[config.mk]
export PLATFORM = sky130hd
export DESIGN_NAME = sorted_priority_queue_unit
export DESIGN_NICKNAME = d
export VERILOG_FILES = /design/src/rtl/spq_pkg.sv /design/src/rtl/spq_datapath.sv /design/src/rtl/spq_controller.sv /design/src/rtl/sorted_priority_queue_unit.sv
export SDC_FILE = /design/constraint.sdc
export NUM_CORES = 2
export LEC_CHECK = 0
export BUFFER_PORTS_ARGS = -buffer_cell sky130_fd_sc_hd__buf_2
export CAP_MARGIN = 20
export CORE_AREA = 2 2 350 439
export DETAILED_ROUTE_END_ITERATION = 12
export DIE_AREA = 0 0 352 441
export GPL_ROUTABILITY_DRIVEN = 0
export MAX_ROUTING_LAYER = met4
export PLACE_DENSITY_LB_ADDON = 0.12
export SETUP_SLACK_MARGIN = 0.2
export SLEW_MARGIN = 15
export SYNTH_ARGS = -nofsm -noshare
export SYNTH_HDL_FRONTEND = slang
export SYNTH_HIERARCHICAL = 1
export SYNTH_SLANG_ARGS = --single-unit
[constraint.sdc]
create_clock -name clk -period 23.6 [get_ports clk]
set_input_delay 2.36 -clock clk [delete_from_list [all_inputs] [get_ports clk]]
set_output_delay 2.36 -clock clk [all_outputs]
set_load 0.05 [all_outputs]
[src/rtl/spq_pkg.sv]
// ----------------------------------------------------------------------------
// Sorted priority queue package
// Shared sizes, status codes, request and response types and the command and
// status structs that pass between the controller and the datapath.
// ----------------------------------------------------------------------------
package spq_pkg;

  // Number of slots in the queue.
  localparam int DEPTH = 16;
  // Width of the entry counter, wide enough to hold DEPTH itself.
  localparam int CNT_W = $clog2(DEPTH + 1);
  // Width of the reported fill level.
  localparam int FILL_W = 5;

  // Operation kinds.
  localparam logic KIND_INSERT  = 1'b0;
  localparam logic KIND_EXTRACT = 1'b1;

  // Result status codes.
  localparam logic [1:0] ST_OK    = 2'd0;
  localparam logic [1:0] ST_FULL  = 2'd1;
  localparam logic [1:0] ST_EMPTY = 2'd2;

  // One request as presented on the input side.
  typedef struct packed {
    logic               kind;
    logic [31:0]        entry_id;
    logic signed [31:0] priority_key;
    logic [31:0]        payload;
  } req_t;

  // One result as presented on the output side.
  typedef struct packed {
    logic [1:0]        status;
    logic [31:0]       out_id;
    logic [31:0]       out_payload;
    logic [FILL_W-1:0] fill_count;
  } rsp_t;

  // Commands from the controller to the datapath.
  typedef struct packed {
    logic load;
    logic exec;
  } spq_cmd_t;

  // Status from the datapath to the controller.
  typedef struct packed {
    logic full;
    logic empty;
  } spq_stat_t;

endpackage

[src/rtl/spq_datapath.sv]
// ----------------------------------------------------------------------------
// Sorted priority queue datapath
// Request register, a row of slot cells with compare-and-shift logic, the
// entry counter and the response register.
// ----------------------------------------------------------------------------
module spq_datapath (
  input  logic              clk,
  input  logic              rst,
  input  spq_pkg::spq_cmd_t cmd,
  input  spq_pkg::req_t     req,
  output spq_pkg::spq_stat_t stat,
  output spq_pkg::rsp_t     rsp
);

  spq_pkg::req_t             req_q;
  logic [spq_pkg::CNT_W-1:0] count;
  logic [spq_pkg::CNT_W-1:0] count_next;

  logic [31:0]        slot_id      [spq_pkg::DEPTH];
  logic [31:0]        slot_payload [spq_pkg::DEPTH];
  logic signed [31:0] slot_prio    [spq_pkg::DEPTH];

  logic [31:0]        slot_id_next      [spq_pkg::DEPTH];
  logic [31:0]        slot_payload_next [spq_pkg::DEPTH];
  logic signed [31:0] slot_prio_next    [spq_pkg::DEPTH];

  // Per-slot flag: slot holds an entry that must leave after the new one.
  logic [spq_pkg::DEPTH-1:0] after_new;

  logic full;
  logic empty;
  spq_pkg::rsp_t rsp_next;

  assign full  = (count == spq_pkg::CNT_W'(spq_pkg::DEPTH));
  assign empty = (count == '0);
  assign stat  = '{full: full, empty: empty};

  // Capture the request when the controller accepts it.
  always_ff @(posedge clk) begin
    if (cmd.load) begin
      req_q <= req;
    end
  end

  // Compare every stored priority against the new key in parallel.
  always_comb begin
    for (int i = 0; i < spq_pkg::DEPTH; i++) begin
      after_new[i] = (spq_pkg::CNT_W'(i) < count) && (slot_prio[i] > req_q.priority_key);
    end
  end

  // Next contents of each cell: shift towards the tail on insert, towards the
  // head on extract, and load the new entry at the first later slot, else at slot count.
  always_comb begin
    for (int i = 0; i < spq_pkg::DEPTH; i++) begin
      slot_id_next[i]      = slot_id[i];
      slot_payload_next[i] = slot_payload[i];
      slot_prio_next[i]    = slot_prio[i];
      if (req_q.kind == spq_pkg::KIND_EXTRACT) begin
        if (i < spq_pkg::DEPTH - 1) begin
          slot_id_next[i]      = slot_id[i + 1];
          slot_payload_next[i] = slot_payload[i + 1];
          slot_prio_next[i]    = slot_prio[i + 1];
        end
      end else if ((i > 0) && after_new[(i > 0) ? i - 1 : 0]) begin
        slot_id_next[i]      = slot_id[(i > 0) ? i - 1 : 0];
        slot_payload_next[i] = slot_payload[(i > 0) ? i - 1 : 0];
        slot_prio_next[i]    = slot_prio[(i > 0) ? i - 1 : 0];
      end else if (after_new[i] || (spq_pkg::CNT_W'(i) == count)) begin
        slot_id_next[i]      = req_q.entry_id;
        slot_payload_next[i] = req_q.payload;
        slot_prio_next[i]    = req_q.priority_key;
      end
    end
  end

  // Result and new fill level for the request in hand.
  always_comb begin
    count_next = count;
    rsp_next   = '{status: spq_pkg::ST_OK, out_id: '0, out_payload: '0, fill_count: '0};
    if (req_q.kind == spq_pkg::KIND_EXTRACT) begin
      if (empty) begin
        rsp_next.status = spq_pkg::ST_EMPTY;
      end else begin
        rsp_next.out_id      = slot_id[0];
        rsp_next.out_payload = slot_payload[0];
        count_next           = count - spq_pkg::CNT_W'(1);
      end
    end else begin
      if (full) begin
        rsp_next.status = spq_pkg::ST_FULL;
      end else begin
        count_next = count + spq_pkg::CNT_W'(1);
      end
    end
    rsp_next.fill_count = spq_pkg::FILL_W'(count_next);
  end

  // Slot storage is only written when the operation succeeds.
  always_ff @(posedge clk) begin
    if (cmd.exec && (count_next != count)) begin
      for (int i = 0; i < spq_pkg::DEPTH; i++) begin
        slot_id[i]      <= slot_id_next[i];
        slot_payload[i] <= slot_payload_next[i];
        slot_prio[i]    <= slot_prio_next[i];
      end
    end
  end

  // Entry counter.
  always_ff @(posedge clk) begin
    if (rst) begin
      count <= '0;
    end else if (cmd.exec) begin
      count <= count_next;
    end
  end

  // Response register, shown on the strobe cycle that follows execution.
  always_ff @(posedge clk) begin
    if (cmd.exec) begin
      rsp <= rsp_next;
    end
  end

  // The counter never passes the number of slots.
  assert property (@(posedge clk) disable iff (rst)
    count <= spq_pkg::CNT_W'(spq_pkg::DEPTH))
    else $error("entry count above depth");

  // A successful insert raises the count by one.
  assert property (@(posedge clk) disable iff (rst)
    (cmd.exec && (req_q.kind == spq_pkg::KIND_INSERT) && !full)
      |=> (count == $past(count) + spq_pkg::CNT_W'(1)))
    else $error("insert did not raise the count");

  // An extract on an empty queue reports empty with zero data.
  assert property (@(posedge clk) disable iff (rst)
    (cmd.exec && (req_q.kind == spq_pkg::KIND_EXTRACT) && empty)
      |=> ((rsp.status == spq_pkg::ST_EMPTY) && (rsp.out_id == '0) && (count == '0)))
    else $error("empty extract misreported");

endmodule

[src/rtl/spq_controller.sv]
// ----------------------------------------------------------------------------
// Sorted priority queue controller
// Accepts a request, runs the execute state in the datapath and raises the
// result strobe in the cycle after it.
// ----------------------------------------------------------------------------
module spq_controller (
  input  logic                clk,
  input  logic                rst,
  input  logic                start,
  input  spq_pkg::spq_stat_t  stat,
  output logic                busy,
  output logic                done,
  output spq_pkg::spq_cmd_t   cmd
);

  typedef enum logic [1:0] {
    S_IDLE = 2'b01,
    S_EXEC = 2'b10
  } state_t;

  state_t state;
  state_t state_next;

  // Next-state logic.
  always_comb begin
    state_next = state;
    case (state)
      S_IDLE: begin
        if (start) begin
          state_next = S_EXEC;
        end
      end
      S_EXEC: begin
        state_next = S_IDLE;
      end
      default: begin
        state_next = S_IDLE;
      end
    endcase
  end

  // State and result strobe registers.
  always_ff @(posedge clk) begin
    if (rst) begin
      state <= S_IDLE;
      done  <= 1'b0;
    end else begin
      state <= state_next;
      done  <= (state == S_EXEC);
    end
  end

  // Commands to the datapath.
  assign busy     = (state == S_EXEC);
  assign cmd.load = start && (state == S_IDLE);
  assign cmd.exec = (state == S_EXEC);

  // An accepted request is executed in the next cycle.
  assert property (@(posedge clk) disable iff (rst)
    (start && !busy) |=> cmd.exec)
    else $error("accepted request not executed");

  // Every execute cycle is followed by exactly one strobe.
  assert property (@(posedge clk) disable iff (rst)
    cmd.exec |=> (done && !cmd.exec))
    else $error("execute not followed by a single strobe");

  // A queue of at least one slot is never full and empty at once.
  assert property (@(posedge clk) disable iff (rst)
    !(stat.full && stat.empty))
    else $error("datapath reports full and empty together");

endmodule

[src/rtl/sorted_priority_queue_unit.sv]
// ----------------------------------------------------------------------------
// Sorted priority queue unit
// Holds up to DEPTH entries sorted by ascending signed Q16.16 priority and
// serves insert and extract requests, one at a time.
// ----------------------------------------------------------------------------
// Each request passes through the cycle in which start is taken and the
// execute state, in which all slots compare against the new key and shift in
// parallel. The result appears on rsp with done high for exactly one cycle,
// the cycle after execution, and busy is low again in that same cycle, so a
// new request can be taken then. The receiver cannot stall: it must take the
// result in the cycle that done marks. Equal priorities leave in arrival
// order; an insert into a full queue reports a full status and an extract
// from an empty queue reports an empty status with zero data.
// ----------------------------------------------------------------------------
module sorted_priority_queue_unit (
  input  logic          clk,
  input  logic          rst,
  input  logic          start,
  input  spq_pkg::req_t req,
  output logic          busy,
  output logic          done,
  output spq_pkg::rsp_t rsp
);

  spq_pkg::spq_cmd_t  cmd;
  spq_pkg::spq_stat_t stat;

  // Sequencing of each request.
  spq_controller u_ctrl (
    .clk   (clk),
    .rst   (rst),
    .start (start),
    .stat  (stat),
    .busy  (busy),
    .done  (done),
    .cmd   (cmd)
  );

  // Slot storage and compare-and-shift logic.
  spq_datapath u_dp (
    .clk  (clk),
    .rst  (rst),
    .cmd  (cmd),
    .req  (req),
    .stat (stat),
    .rsp  (rsp)
  );

endmodule
==> insert_results.sql <==
INSERT INTO impl_metrics (metric_group, metric, value, unit) VALUES
('floorplanning', 'ioPinCount', '173', ''),
('sta', 'finalHoldViolCount', '0', ''),
('cts', 'postCtsSetupBuffers', '0', ''),
('floorplanning', 'starting_density_of_the_core', '60.59', '%'),
('synth', 'synthesis.instances', '7738', ''),
('global_routing', 'initial_antenna_violation_count', '16', ''),
('floorplanning', 'die-width', '352', 'um'),
('setup_path', 'sort_of_element_at_the_start_of_the_critical_path', 'register', ''),
('power', 'pwr_density_cell', '69.12', 'nW/um2'),
('status', 'run_status', 'complete, no violations', ''),
('final_layout', 'area_delta_synth_final', '7.891', '%'),
('cts', 'clk_transition_reported_paths', '60', 'ps'),
('floorplanning', 'rows', '160', ''),
('power', 'irDropWorstVdd', '84.83', 'uV'),
('final_layout', 'n_fill_cell', '11380', ''),
('cts', 'clockBufferDepth', '3', ''),
('hold_path', 'worstHoldPathCells', '1', ''),
('global_routing', 'globalRoute.totalOverflow', '0', ''),
('sta', 'finalCriticalPeriod', '7275', 'ps'),
('drt', 'route.final.wire_length', '328600', 'um'),
('setup_path', 'path_type_of_the_worst_setup_path', 'reg -> reg', ''),
('setup_path', 'r2r_setup_slack', '16330', 'ps'),
('drt', 'detailroute.via_count', '73430', ''),
('floorplanning', 'height_of_the_die', '441', 'um'),
('final_layout', 'final_cell_mix', '1704 x sky130_fd_sc_hd__edfxtp_1, 798 x sky130_fd_sc_hd__nand2_1, 585 x sky130_fd_sc_hd__a221o_1, 526 x sky130_fd_sc_hd__a21oi_1, 517 x sky130_fd_sc_hd__ha_1', ''),
('setup_path', 'crit_required', '24080', 'ps'),
('hold_path', 'hold_path_startpoint', 'u_ctrl/state[0]$_SDFFE_PP1P_', ''),
('flow_run', 'maxCapViolations', '0', ''),
('sta', 'achievable-frequency', '0.1375', 'GHz'),
('synth', 'syn-mean-instance-area', '11.83', 'um2'),
('sta', 'number_of_max_slew_violations_in_the_final_report', '0', ''),
('drt', 'avgViaCountPerCell', '7.576', ''),
('floorplanning', 'die_area', '155200', 'um2'),
('setup_path', 'worstReg2RegEnd', 'u_dp/slot_id[1][15]$_DFFE_PP_', ''),
('final_layout', 'final_common_cell', 'sky130_fd_sc_hd__edfxtp_1', ''),
('cts', 'cts_buf_count', '172', ''),
('final_layout', 'drive_gt1_share', '9.132', '%'),
('drt', 'drc_errors', '0', ''),
('global_routing', 'via_count_of_the_first_global_routing_pass', '69150', ''),
('drt', 'wl_per_cell', '33.91', 'um'),
('power', 'total_leakage_power', '35.31', 'nW'),
('sta', 'timing_worst_slew_pin_value', '1339', 'ps'),
('global_routing', 'grt_first_pass_wirelength', '468700', 'um'),
('sta', 'grt_setup_unrepaired', 'false', ''),
('sta', 'worst_slew_margin_rel', '9.922', '%'),
('power', 'total_power', '0.006829', 'W'),
('drt', 'drtIter0Drc', '12080', ''),
('setup_path', 'arrival_time_at_the_worst_endpoint', '7750', 'ps'),
('sta', 'finalCritPeriodShare', '30.82', '%'),
('sta', 'post_route_setup_tns', '0', 'ps'),
('setup_path', 'critical_path_peak_fanout', '41', ''),
('cts', 'tritoncts_num_sinks', '1712', ''),
('cts', 'cts_repair_resize_count', '0', ''),
('final_layout', 'final_core_utilization', '65.37', '%'),
('sta', 'report.final.setup_viol', '0', ''),
('setup_path', 'cell_depth_of_the_worst_flop_to_flop_path', '14', ''),
('cts', 'worst_skew_pair.late_latency', '860', 'ps'),
('synth', 'yosys_warnings', '6', ''),
('drt', 'firstDrtPassIters', '9', ''),
('drt', 'ant_nets', '0', ''),
('synth', 'nets_in_the_synthesized_netlist', '8355', ''),
('placement', 'detailed_place_hpwl', '190800', 'um'),
('final_layout', 'finalNetCount', '8134', ''),
('cts', 'h_tree_level_count', '4', ''),
('cts', 'tritoncts', 'built', ''),
('hold_path', 'timing.hold.worst_endpoint', 'u_ctrl/state[0]$_SDFFE_PP1P_', ''),
('synth', 'syn_area', '91570', 'um2'),
('placement', 'place.port_buffers', '172', ''),
('cts', 'postCtsHoldBufs', '0', ''),
('setup_path', 'critical_path.endpoint_type', 'register', ''),
('global_routing', 'grt_max_degree', '236', ''),
('floorplanning', 'area_of_the_placeable_core', '151100', 'um2'),
('cts', 'clock-root-buffer', 'sky130_fd_sc_hd__clkbuf_16', ''),
('global_routing', 'grtUsageTotal', '42.23', '%'),
('setup_path', 'worst_r2r_startpoint', 'u_dp/req_q[40]$_DFFE_PP_', ''),
('sta', 'fin_worst_skew', '40.55', 'ps'),
('hold_path', 'worstHoldPathType', 'reg -> reg', ''),
('sta', 'hold_slack', '498.9', 'ps');
[registers in the layout (all words and copies together), names as in the netlist]
register and cells:
u_ctrl/done 1, u_ctrl/state 2, u_dp/count 5, u_dp/req_q 97, u_dp/rsp 71, u_dp/slot_id 512
u_dp/slot_payload 512, u_dp/slot_prio 512
[critical path, stage by stage (launching register included)]
cell,delay [ps]
sky130_fd_sc_hd__edfxtp_1,520
sky130_fd_sc_hd__inv_1,770
sky130_fd_sc_hd__ha_1,260
sky130_fd_sc_hd__nand4_1,130
sky130_fd_sc_hd__nor4_1,700
sky130_fd_sc_hd__buf_4,250
sky130_fd_sc_hd__a21boi_1,280
sky130_fd_sc_hd__o41a_1,210
sky130_fd_sc_hd__o21ai_0,80
sky130_fd_sc_hd__a21oi_1,290
sky130_fd_sc_hd__nor2_4,250
sky130_fd_sc_hd__buf_4,410
sky130_fd_sc_hd__a31oi_4,970
sky130_fd_sc_hd__buf_4,900
sky130_fd_sc_hd__buf_4,730
[where the power goes]
part | internal (W) | total (W) | switching (W)
sequential | 0.00340 | 0.00344 | 0.0000451
combinational | 0.000245 | 0.000676 | 0.000431
clock | 0.00147 | 0.00271 | 0.00124
total | 0.00511 | 0.00683 | 0.00171
[area by class of cell]
cell class | instances | area (um2) | area share [%]
Sequential cell | 1712 | 51330 | 51.95
Multi-Input combinational cell | 5197 | 37080 | 37.53
Tap cell | 2025 | 2534 | 2.564
Antenna cell | 13 | 32.53 | 0.03293
Inverter | 126 | 480.5 | 0.4863
Clock buffer | 224 | 4584 | 4.640
Clock inverter | 87 | 759.5 | 0.7687
Timing Repair Buffer | 308 | 1997 | 2.021
[worst max path at each step]
stage,from,to,slack (ps)
detailed placement,u_dp/req_q[41]$_DFFE_PP_,u_dp/slot_id[1][16]$_DFFE_PP_,16580
finish,u_dp/req_q[40]$_DFFE_PP_,u_dp/slot_id[1][15]$_DFFE_PP_,16330
global placement,u_dp/req_q[41]$_DFFE_PP_,u_dp/slot_id[1][16]$_DFFE_PP_,16630
global route,u_dp/req_q[40]$_DFFE_PP_,u_dp/slot_payload[1][30]$_DFFE_PP_,16380
floorplan,u_dp/req_q[39]$_DFFE_PP_,u_dp/slot_id[1][224]$_DFFE_PP_,12890
CTS,u_dp/req_q[41]$_DFFE_PP_,u_dp/slot_payload[1][30]$_DFFE_PP_,16580
[layer usage]
layer,up-vias,share of wire [%],track usage (%)
met2,6273,44,61.55
met3,1311,13,9.983
li1,30150,-,-
met1,35690,36,53.61
met4,0,6.9,25.97
met5,-,0,-
[through the flow]
step           cell area [um2]  setup WS [ps]  std cells
2_1_floorplan            91570          12890       7738
3_3_place_gp             93330          16630       9362
3_5_place_dp             93360          16580       9365
4_1_cts                  98700          16580       9676
5_1_grt                  98790          16380       9688
6_report                 98800          16330       9692
Power figures use the tool's default switching activity.
